**src/sv/fan_curve_interpolator_unit_defines.svh**
```systemverilog
// Assertion macros shared by the fan curve interpolator RTL.
`ifndef FAN_CURVE_INTERPOLATOR_UNIT_DEFINES_SVH
`define FAN_CURVE_INTERPOLATOR_UNIT_DEFINES_SVH

// Same-cycle implication, sampled on clk, off during rst.
`define FCI_ASSERT_IMPL(lbl, ante, cons, msg) \
  lbl: assert property (@(posedge clk) disable iff (rst) (ante) |-> (cons)) else $error(msg);

// Next-cycle implication, sampled on clk, off during rst.
`define FCI_ASSERT_NEXT(lbl, ante, cons, msg) \
  lbl: assert property (@(posedge clk) disable iff (rst) (ante) |=> (cons)) else $error(msg);

`endif

```
**src/sv/fci_pkg.sv**
```systemverilog
// Shared types and constants of the fan curve interpolator.
package fci_pkg;

  localparam int NUM_REGS       = 8;
  localparam int CURVE_POINTS_DEF = 8;
  localparam int CFG_IDX_W      = 3;
  localparam int POINT_W        = 15;
  localparam int TEMP_IN_W      = 9;
  localparam int PCT_W          = 7;
  localparam int PT_TEMP_W      = 7;

  localparam logic [PCT_W-1:0]     PCT_MAX  = 7'd100;
  localparam logic [PT_TEMP_W-1:0] TEMP_MAX = 7'd100;

  localparam logic [POINT_W-1:0] POINT_RESET [NUM_REGS] = '{
    15'd5181, 15'd9051, 15'd14201, 15'd18577,
    15'd23209, 15'd24500, 15'd25790, 15'd25800
  };

  // Divider: dividend magnitude, divisor (span) and quotient bits per stage.
  localparam int DIV_NUM_W = 16;
  localparam int DIV_DEN_W = 7;
  localparam int DIV_BPS   = 4;

  typedef struct packed {
    logic [PT_TEMP_W-1:0] temp;
    logic [PCT_W-1:0]     pct;
  } curve_pt_t;

  typedef struct packed {
    logic             direct;
    logic [PCT_W-1:0] lp;
  } div_tag_t;

endpackage

```
**src/sv/fci_sorter.sv**
```systemverilog
// Curve point gather and exchange sort, rerun after reset and each register write.
module fci_sorter import fci_pkg::*; #(
  parameter int CURVE_POINTS = CURVE_POINTS_DEF
) (
  input  logic                              clk,
  input  logic                              rst,
  input  logic                              start,
  input  logic [POINT_W-1:0]                points [NUM_REGS],
  output curve_pt_t                         pts [CURVE_POINTS],
  output logic [$clog2(CURVE_POINTS+1)-1:0] cnt,
  output logic                              busy
);

  localparam int IDX_W = $clog2(CURVE_POINTS);
  localparam int CNT_W = $clog2(CURVE_POINTS+1);

  typedef enum logic [1:0] {SORT_IDLE, SORT_LOAD, SORT_ROTATE, SORT_COMMIT} sort_state_t;

  sort_state_t      state;
  curve_pt_t        ring [CURVE_POINTS];
  curve_pt_t        head;
  logic [IDX_W-1:0] pass_i;
  logic [IDX_W-1:0] step_k;

  curve_pt_t        load_ring [CURVE_POINTS];
  logic [CNT_W-1:0] load_cnt;
  curve_pt_t        front;
  curve_pt_t        push;
  logic             is_head;
  logic             take;

  // Pack enabled points to the front in index order.
  always_comb begin
    for (int i = 0; i < CURVE_POINTS; i++) load_ring[i] = '0;
    load_cnt = '0;
    for (int i = 0; i < CURVE_POINTS; i++) begin
      if (points[i][0]) begin
        load_ring[load_cnt[IDX_W-1:0]] = '{temp: points[i][7:1], pct: points[i][14:8]};
        load_cnt = load_cnt + 1'b1;
      end
    end
  end

  // Ring front is position step_k; head holds the running pick for position pass_i.
  always_comb begin
    front   = ring[0];
    is_head = (step_k == pass_i);
    take    = (step_k > pass_i) && (CNT_W'(step_k) < cnt) && (front.temp < head.temp);
    push    = take ? head : front;
  end

  always_ff @(posedge clk) begin
    if (rst) begin
      state  <= SORT_LOAD;
      pass_i <= '0;
      step_k <= '0;
      cnt    <= '0;
    end else if (start) begin
      state <= SORT_LOAD;
    end else begin
      case (state)
        SORT_LOAD: begin
          ring   <= load_ring;
          cnt    <= load_cnt;
          pass_i <= '0;
          step_k <= '0;
          state  <= SORT_ROTATE;
        end
        SORT_ROTATE: begin
          for (int m = 0; m < CURVE_POINTS - 1; m++) ring[m] <= ring[m+1];
          ring[CURVE_POINTS-1] <= push;
          if (is_head || take) head <= front;
          if (step_k == IDX_W'(CURVE_POINTS - 1)) begin
            step_k <= '0;
            state  <= SORT_COMMIT;
          end else begin
            step_k <= step_k + 1'b1;
          end
        end
        SORT_COMMIT: begin
          ring[pass_i] <= head;
          if (pass_i == IDX_W'(CURVE_POINTS - 1)) begin
            state <= SORT_IDLE;
          end else begin
            pass_i <= pass_i + 1'b1;
            state  <= SORT_ROTATE;
          end
        end
        default: state <= SORT_IDLE;
      endcase
    end
  end

  assign pts  = ring;
  assign busy = (state != SORT_IDLE);

endmodule

```
**src/sv/fci_div_pipe.sv**
```systemverilog
// Pipelined restoring divider, a few quotient bits per stage, with a side tag.
module fci_div_pipe import fci_pkg::*; #(
  parameter int NUM_W = DIV_NUM_W,
  parameter int DEN_W = DIV_DEN_W,
  parameter int BPS   = DIV_BPS
) (
  input  logic                 clk,
  input  logic [NUM_W/BPS-1:0] en,
  input  logic [NUM_W-1:0]     num,
  input  logic [DEN_W-1:0]     den,
  input  logic                 neg_in,
  input  div_tag_t             tag_in,
  output logic [NUM_W-1:0]     quo,
  output logic                 neg_out,
  output div_tag_t             tag_out
);

  localparam int STAGES = NUM_W / BPS;

  logic [DEN_W:0]   rem_q [STAGES];
  logic [NUM_W-1:0] dq_q  [STAGES];
  logic [DEN_W-1:0] den_q [STAGES];
  logic             neg_q [STAGES];
  div_tag_t         tag_q [STAGES];

  logic [DEN_W:0]   rem_in [STAGES];
  logic [NUM_W-1:0] dq_in  [STAGES];
  logic [DEN_W-1:0] den_in [STAGES];
  logic             neg_i  [STAGES];
  div_tag_t         tag_i  [STAGES];

  // Shift dividend bits into the remainder; quotient bits fill in from the bottom.
  function automatic logic [DEN_W+NUM_W:0] div_step(
    input logic [DEN_W:0]   rem,
    input logic [NUM_W-1:0] dq,
    input logic [DEN_W-1:0] d
  );
    logic [DEN_W+1:0] trial;
    logic [DEN_W:0]   r;
    logic [NUM_W-1:0] q;
    r = rem;
    q = dq;
    for (int b = 0; b < BPS; b++) begin
      trial = {r, q[NUM_W-1]};
      q     = {q[NUM_W-2:0], 1'b0};
      if (trial >= {2'b00, d}) begin
        trial = trial - {2'b00, d};
        q[0]  = 1'b1;
      end
      r = trial[DEN_W:0];
    end
    return {r, q};
  endfunction

  always_comb begin
    rem_in[0] = '0;
    dq_in[0]  = num;
    den_in[0] = den;
    neg_i[0]  = neg_in;
    tag_i[0]  = tag_in;
    for (int s = 1; s < STAGES; s++) begin
      rem_in[s] = rem_q[s-1];
      dq_in[s]  = dq_q[s-1];
      den_in[s] = den_q[s-1];
      neg_i[s]  = neg_q[s-1];
      tag_i[s]  = tag_q[s-1];
    end
  end

  always_ff @(posedge clk) begin
    for (int s = 0; s < STAGES; s++) begin
      if (en[s]) begin
        {rem_q[s], dq_q[s]} <= div_step(rem_in[s], dq_in[s], den_in[s]);
        den_q[s] <= den_in[s];
        neg_q[s] <= neg_i[s];
        tag_q[s] <= tag_i[s];
      end
    end
  end

  assign quo     = dq_q[STAGES-1];
  assign neg_out = neg_q[STAGES-1];
  assign tag_out = tag_q[STAGES-1];

endmodule

```
**src/sv/fan_curve_interpolator_unit.sv**
```systemverilog
// Top level of the fan curve interpolator: registers, curve sort and result pipeline.
//
//   channel   signals                               direction
//   cfg       cfg_valid cfg_ready cfg_index cfg_data  write in
//   in        in_valid in_ready temperature            item in
//   out       out_valid out_ready fan_percent          result out
//
// Ten register stages: clamp, compare, segment pick, differences, product, four divider
// stages of four quotient bits each, and the output register. One item per cycle while
// out_ready does not stall the pipe and no re-sort is running.
// After reset and after every register write the curve is re-sorted; in_ready stays
// low meanwhile.
// A stall at out_ready holds the last stage; earlier stages still fill empty slots.
`include "fan_curve_interpolator_unit_defines.svh"

module fan_curve_interpolator_unit import fci_pkg::*; #(
  parameter int CURVE_POINTS = CURVE_POINTS_DEF
) (
  input  logic                 clk,
  input  logic                 rst,
  input  logic                 cfg_valid,
  output logic                 cfg_ready,
  input  logic [CFG_IDX_W-1:0] cfg_index,
  input  logic [POINT_W-1:0]   cfg_data,
  input  logic                 in_valid,
  output logic                 in_ready,
  input  logic [TEMP_IN_W-1:0] temperature,
  output logic                 out_valid,
  input  logic                 out_ready,
  output logic [PCT_W-1:0]     fan_percent
);

  localparam int CNT_W      = $clog2(CURVE_POINTS+1);
  localparam int DIV_STAGES = DIV_NUM_W / DIV_BPS;
  localparam int S_DIV0     = 5;
  localparam int NSTG       = S_DIV0 + DIV_STAGES + 1;

  typedef struct packed {
    logic                 direct;
    logic [PT_TEMP_W-1:0] tc;
    logic [PT_TEMP_W-1:0] lt;
    logic [PT_TEMP_W-1:0] rt;
    logic [PCT_W-1:0]     lp;
    logic [PCT_W-1:0]     rp;
  } sel_t;

  typedef struct packed {
    logic                 direct;
    logic [PCT_W-1:0]     lp;
    logic [PT_TEMP_W-1:0] off;
    logic [DIV_DEN_W-1:0] span;
    logic signed [7:0]    dp;
  } diff_t;

  logic [POINT_W-1:0] point_q [NUM_REGS];
  logic               cfg_fire;
  logic               in_fire;

  curve_pt_t          pts [CURVE_POINTS];
  logic [CNT_W-1:0]   sort_cnt;
  logic               sort_busy;
  curve_pt_t          last_pt;
  logic               sorted_ok;

  logic [NSTG-1:0]    v;
  logic [NSTG-1:0]    en;

  logic [PT_TEMP_W-1:0] s0_tc;
  logic [PT_TEMP_W-1:0] s0_tc_next;
  logic [PT_TEMP_W-1:0] s1_tc;
  logic [CURVE_POINTS-1:0] s1_le;
  logic [CURVE_POINTS-1:0] s1_le_next;
  logic               s1_ge_last;
  sel_t               s2;
  sel_t               s2_next;
  curve_pt_t          seg_left;
  curve_pt_t          seg_right;
  diff_t              s3;
  diff_t              s3_next;

  logic signed [DIV_NUM_W-1:0] prod;
  logic signed [DIV_NUM_W-1:0] num;
  logic [DIV_NUM_W-1:0]        s4_mag;
  logic                        s4_neg;
  logic [DIV_DEN_W-1:0]        s4_den;
  div_tag_t                    s4_tag;

  logic [DIV_NUM_W-1:0]        dv_quo;
  logic                        dv_neg;
  div_tag_t                    dv_tag;
  logic signed [DIV_NUM_W+1:0] qs;
  logic signed [DIV_NUM_W+1:0] vsum;
  logic [PCT_W-1:0]            fan_percent_next;

  // Configuration registers.
  assign cfg_ready = 1'b1;
  assign cfg_fire  = cfg_valid && cfg_ready;

  always_ff @(posedge clk) begin
    if (rst) begin
      point_q <= POINT_RESET;
    end else if (cfg_fire) begin
      point_q[cfg_index] <= cfg_data;
    end
  end

  fci_sorter #(.CURVE_POINTS(CURVE_POINTS)) u_sorter (
    .clk    (clk),
    .rst    (rst),
    .start  (cfg_fire),
    .points (point_q),
    .pts    (pts),
    .cnt    (sort_cnt),
    .busy   (sort_busy)
  );

  always_comb begin
    last_pt   = '0;
    sorted_ok = 1'b1;
    for (int k = 0; k < CURVE_POINTS; k++) begin
      if (CNT_W'(k + 1) == sort_cnt) last_pt = pts[k];
    end
    for (int k = 0; k < CURVE_POINTS - 1; k++) begin
      if ((CNT_W'(k + 1) < sort_cnt) && (pts[k].temp > pts[k+1].temp)) sorted_ok = 1'b0;
    end
  end

  // Stage enables: a stage moves when it is empty or the one after it moves.
  always_comb begin
    en[NSTG-1] = !v[NSTG-1] || out_ready;
    for (int s = NSTG - 2; s >= 0; s--) en[s] = !v[s] || en[s+1];
  end

  assign in_ready  = en[0] && !sort_busy;
  assign in_fire   = in_valid && in_ready;
  assign out_valid = v[NSTG-1];

  always_ff @(posedge clk) begin
    if (rst) begin
      v <= '0;
    end else begin
      if (en[0]) v[0] <= in_fire;
      for (int s = 1; s < NSTG; s++) begin
        if (en[s]) v[s] <= v[s-1];
      end
    end
  end

  // Stage 0: clamp the sample to 0..100.
  always_comb begin
    if (temperature[TEMP_IN_W-1]) begin
      s0_tc_next = '0;
    end else if (temperature[7:0] > {1'b0, TEMP_MAX}) begin
      s0_tc_next = TEMP_MAX;
    end else begin
      s0_tc_next = temperature[PT_TEMP_W-1:0];
    end
  end

  always_ff @(posedge clk) begin
    if (en[0]) s0_tc <= s0_tc_next;
  end

  // Stage 1: compare against every sorted point.
  always_comb begin
    for (int k = 0; k < CURVE_POINTS; k++) s1_le_next[k] = (s0_tc <= pts[k].temp);
  end

  always_ff @(posedge clk) begin
    if (en[1]) begin
      s1_tc      <= s0_tc;
      s1_le      <= s1_le_next;
      s1_ge_last <= (s0_tc >= last_pt.temp);
    end
  end

  // Stage 2: pick the end cases or the first segment whose right end reaches the sample.
  always_comb begin
    seg_left  = '0;
    seg_right = '0;
    for (int k = 1; k < CURVE_POINTS; k++) begin
      if (s1_le[k] && !s1_le[k-1] && (CNT_W'(k) < sort_cnt)) begin
        seg_left  = seg_left | pts[k-1];
        seg_right = seg_right | pts[k];
      end
    end
    s2_next        = '0;
    s2_next.tc     = s1_tc;
    s2_next.direct = 1'b1;
    if (sort_cnt == '0) begin
      s2_next.lp = '0;
    end else if ((sort_cnt == CNT_W'(1)) || s1_le[0]) begin
      s2_next.lp = pts[0].pct;
    end else if (s1_ge_last) begin
      s2_next.lp = last_pt.pct;
    end else begin
      s2_next.direct = 1'b0;
      s2_next.lt     = seg_left.temp;
      s2_next.rt     = seg_right.temp;
      s2_next.lp     = seg_left.pct;
      s2_next.rp     = seg_right.pct;
    end
  end

  always_ff @(posedge clk) begin
    if (en[2]) s2 <= s2_next;
  end

  // Stage 3: offset, span and rise of the segment.
  always_comb begin
    s3_next.direct = s2.direct;
    s3_next.lp     = s2.lp;
    s3_next.off    = s2.tc - s2.lt;
    s3_next.span   = s2.rt - s2.lt;
    s3_next.dp     = $signed({1'b0, s2.rp}) - $signed({1'b0, s2.lp});
  end

  always_ff @(posedge clk) begin
    if (en[3]) s3 <= s3_next;
  end

  // Stage 4: product plus half span, split into sign and magnitude.
  always_comb begin
    prod = $signed({1'b0, s3.off}) * s3.dp;
    num  = prod + $signed({{(DIV_NUM_W-DIV_DEN_W+1){1'b0}}, s3.span[DIV_DEN_W-1:1]});
  end

  always_ff @(posedge clk) begin
    if (en[4]) begin
      s4_neg <= num[DIV_NUM_W-1];
      s4_mag <= num[DIV_NUM_W-1] ? DIV_NUM_W'(-num) : DIV_NUM_W'(num);
      s4_den <= s3.span;
      s4_tag <= '{direct: s3.direct, lp: s3.lp};
    end
  end

  fci_div_pipe #(
    .NUM_W (DIV_NUM_W),
    .DEN_W (DIV_DEN_W),
    .BPS   (DIV_BPS)
  ) u_div (
    .clk     (clk),
    .en      (en[S_DIV0 +: DIV_STAGES]),
    .num     (s4_mag),
    .den     (s4_den),
    .neg_in  (s4_neg),
    .tag_in  (s4_tag),
    .quo     (dv_quo),
    .neg_out (dv_neg),
    .tag_out (dv_tag)
  );

  // Last stage: restore the sign (truncating toward zero), add the left percent, clamp.
  always_comb begin
    qs = dv_neg ? -$signed({2'b00, dv_quo}) : $signed({2'b00, dv_quo});
    if (dv_tag.direct) begin
      vsum = $signed({{(DIV_NUM_W-PCT_W+2){1'b0}}, dv_tag.lp});
    end else begin
      vsum = qs + $signed({{(DIV_NUM_W-PCT_W+2){1'b0}}, dv_tag.lp});
    end
    if (vsum < 0) begin
      fan_percent_next = '0;
    end else if (vsum > $signed({{(DIV_NUM_W-PCT_W+2){1'b0}}, PCT_MAX})) begin
      fan_percent_next = PCT_MAX;
    end else begin
      fan_percent_next = vsum[PCT_W-1:0];
    end
  end

  always_ff @(posedge clk) begin
    if (en[NSTG-1]) fan_percent <= fan_percent_next;
  end

  `FCI_ASSERT_IMPL(a_pct_range, out_valid, fan_percent <= PCT_MAX, "fan_percent above full scale")
  `FCI_ASSERT_NEXT(a_cfg_blocks_input, cfg_valid && cfg_ready, !in_ready, "input open during re-sort")
  `FCI_ASSERT_IMPL(a_curve_sorted, $fell(sort_busy), sorted_ok, "curve not ascending after sort")

endmodule
```
**config.mk**
```make
export PLATFORM = sky130hd
export DESIGN_NAME = fan_curve_interpolator_unit
export DESIGN_NICKNAME = d
export VERILOG_FILES = /design/src/sv/fci_pkg.sv /design/src/sv/fci_sorter.sv /design/src/sv/fci_div_pipe.sv /design/src/sv/fan_curve_interpolator_unit.sv
export VERILOG_INCLUDE_DIRS = /design/src /design/src/sv
export SDC_FILE = /design/constraint.sdc
export NUM_CORES = 2
export LEC_CHECK = 0
export BUFFER_PORTS_ARGS = -buffer_cell sky130_fd_sc_hd__clkbuf_2
export CAP_MARGIN = 30
export CELL_PAD_IN_SITES_DETAIL_PLACEMENT = 1
export CELL_PAD_IN_SITES_GLOBAL_PLACEMENT = 1
export CORE_MARGIN = 2
export CORE_UTILIZATION = 40
export DETAILED_ROUTE_END_ITERATION = 10
export PLACE_DENSITY_LB_ADDON = 0.1
export SYNTH_ARGS = -nofsm -noshare
export SYNTH_HDL_FRONTEND = slang
export SYNTH_SLANG_ARGS = --single-unit
```
**constraint.sdc**
```tcl
create_clock -name clk -period 15.5 [get_ports clk]
set_input_delay 3.875 -clock clk [delete_from_list [all_inputs] [get_ports clk]]
set_output_delay 3.875 -clock clk [all_outputs]
set_load 0.02 [all_outputs]
```
==> results.md <==
- Status: finished, final reports clean
- CTS Hold Bufs: 0
- Crit path required time: roughly 16000 ps
- Largest net degree at the start of global routing: 83
- Pwr dens: 296 nW/µm²
- Global-route usage over all layers: 0.280
- Post-synth top area share: 0.294
- RSZ-0062 raised after global routing: no
- Cell Area, Synth: approximately 41000 µm²
- Post-Syn Area per Cell: a little under 9 µm²
- Synth cell count leaders: nand2_1 (557), edfxtp_1 (399), a21oi_1 (352), nor2_1 (346), clkbuf_1 (290)
- Global-route wire length before repair: between 200 and 250 mm
- Clock slew at reported path FFs: 60 ps
- Initial core utilization: 0.402
- Number of global-route vias before repair: 36308
- Core area: between 100000 and 150000 µm²
- DR iter-0 viols: 3070
- Routed len/inst: 25.0 µm
- Final HPWL DP: 109 mm
- Type of origin of the critical path: flop
- I/O Buffers: 40
- Setup TNS: 0 ps
- Synth unique cells: 102
- Worst-Skew Late Latency: 640 ps
- Die area: 105000 µm²
- CTS max path bufs: 3
- Post-CTS Setup Bufs: 0
- Crit Path Class: reg -> reg
- Period utilization: 0.707
- Flops & latches, synth: around 540
- Int Pwr: 0.00716 W
- TritonCTS Buffers: 70
- Switch Pwr: 0.00611 W
- Die Y-Extent: approximately 320 µm
- FMAX: 0.0913 GHz
- Uppermost layer routed: met4
- Reg power frac: 0.181
- Routed wire length: 147 mm
- Nets: 4824
- Top post-synthesis cells by area: edfxtp_1 (29%), ha_1 (8.2%), dfxtp_1 (7.0%)
- Post-route ant nets: 0
- Site Rows: between 100 and 150
- Static Leak: 17.4 nW
- Post-synth top area cell: edfxtp_1
- Met2 WL: 70.9 mm
- Top-count cell post-synth: nand2_1
- Syn Nets: 4967
- I/O pin count: 42
- Drt first pass iters: 7
- Crit end category: flop
- Routability-driven placement congestion ratio: 0.883
- Largest stage delay, worst path: 710 ps
- Clock skew: 27.1 ps
- Root cell of the clock tree: clkbuf_16
- Ys async rst share: 0
- Gate power share: 0.689
- Number of flops mapped to enable cells by yosys: ~400
- Finish-stage setup viols: 0
- Worst slew pin tran: around 1100 ps
- Sw frac: 0.460
- Max Cap Viol: 0
- VDD IR-drop max: 0.000513 V
- Hold Crit Class: reg -> reg
- Die width: 323 µm
- Final Hold Vio Count: 0
- GR Overflow Total: 0
- Layout cells sized above 1: 0.0831
- DR vias: 36019
- Clock power frac: 0.130
- Final Power: approximately 0.013 W
- Number of remaining DRC errors: 0
- H-Tree Depth: 3
- Post_cts resized: 0
- WL met1: 62.2 mm
- Crit path DAT: 11270 ps
- Pins over their slew limit: 0
- Layout area overhead: 9.74%
- DR vias/cell: between 6 and 7
- CTS sink count: 541
- Number of fill cells in the layout: between 10000 and 15000
- Synth warnings: 0
- Main synth FF type: edfxtp_1
- Met3 wire length: 7.20 mm
- Slew margin rel.: 0.297
- Min Tclk post-route: 10960 ps
- Register area share after synthesis: 0.364
- Multi-input gate area: 23700 µm²
- Synth Instances: around 4600
- CTS tree: yes
- Register area: 14800 µm²
- CP max FO: 13
- Initial antenna violation count: 1
- CP max-delay cell: o21ai_0
## layout by cell type (no fill, tap or decap), drive strengths merged, types with 88 or more instances in the layout
cell	count
inv	293
buf	91
clkbuf	127
nor2	346
ha	268
nand3	155
o21ai	262
nand2	557
edfxtp	399
dfxtp	142
a21oi	353
mux2i	171
a211oi	88
## worst paths after layout
| kind | startpoint | slack [ps] | to | cells past startpoint |
|---|---|---|---|---|
| setup / recovery | u_div.den_q[1][1]$_DFFE_PP_ | 4540 | u_div.rem_in[2]$_DFFE_PP_ | 35 |
| setup reg to reg | u_div.den_q[1][1]$_DFFE_PP_ | 4540 | u_div.rem_in[2]$_DFFE_PP_ | 35 |
| hold reg to reg | s1_tc[0]$_DFFE_PP_ | 420 | s2[28]$_DFFE_PP_ | 0 |
| hold / removal | s1_tc[0]$_DFFE_PP_ | 420 | s2[28]$_DFFE_PP_ | 0 |
## through the flow
stage	cell area [µm²]	util	worst slack [ps]	instances	hold slack, ps
2_1_floorplan	40800	-	2880	4612	400
3_3_place_gp	42100	0.415	4920	5748	402
3_5_place_dp	42200	0.416	4540	5758	406
4_1_cts	44600	0.440	4520	5887	420
5_1_grt	44700	0.441	3620	5894	425
6_report	44800	0.441	4540	5895	417
## area by class of cell
cell class	instances	area share
inverters	287	0.0241
diodes	1	0.0000559
well taps	1368	0.0382
multi-input cells	3438	0.530
repair buffers	131	0.0226
clock buffers	87	0.0438
clock inverters	42	0.0101
flip-flops and latches	541	0.331
## power by group through the flow
stage | registers (W) | logic (W) | clock network, W
2_1_floorplan | 0.00230 | 0.00695 | 0
3_3_place_gp | 0.00242 | 0.00888 | 0
3_5_place_dp | 0.00243 | 0.00911 | 0
4_1_cts | 0.00240 | 0.00918 | 0.00177
5_1_grt | 0.00242 | 0.0102 | 0.00182
6_report | 0.00240 | 0.00914 | 0.00173
## state kept, by name (all words and copies together), names as in the netlist, 8 cells and up
name / cells
point_q: 120
u_sorter.pts: 112
u_div.dq_in: 48
s2: 36
u_div.tag_q: 32
s3: 30
u_div.rem_in: 24
u_div.den_q: 21
s4_mag: 16
u_div.quo: 16
u_sorter.head: 14
v: 10
s1_le: 8
s4_tag: 8
## per-layer routing
metal  vias up  track usage
li1      16703            -
met2      1057        0.479
met4         0        0.127
met3       276       0.0351
met5         -            0
met1     17983        0.352
## cell families after synthesis
group | share of synthesized area
AO/OA/AOI/OAI | 0.214
XOR/XNOR | 0.0277
other | 0.0000920
flip-flops | 0.364
buffers and inverters | 0.0599
multiplexers | 0.0564
adder cells (fa/ha/maj) | 0.109
AND/OR/NAND/NOR | 0.169
## critical path, delay by kind of cell, from the launching register on
kind	cells	cell delay (ps)
AOI/OAI and AO/OA	17	5050
adders and majority gates	4	1270
buffers and inverters	4	700
DFF	1	480
muxes	1	310
and+or+nand+nor	9	2830
No activity file was read; power rests on OpenSTA's default activity.
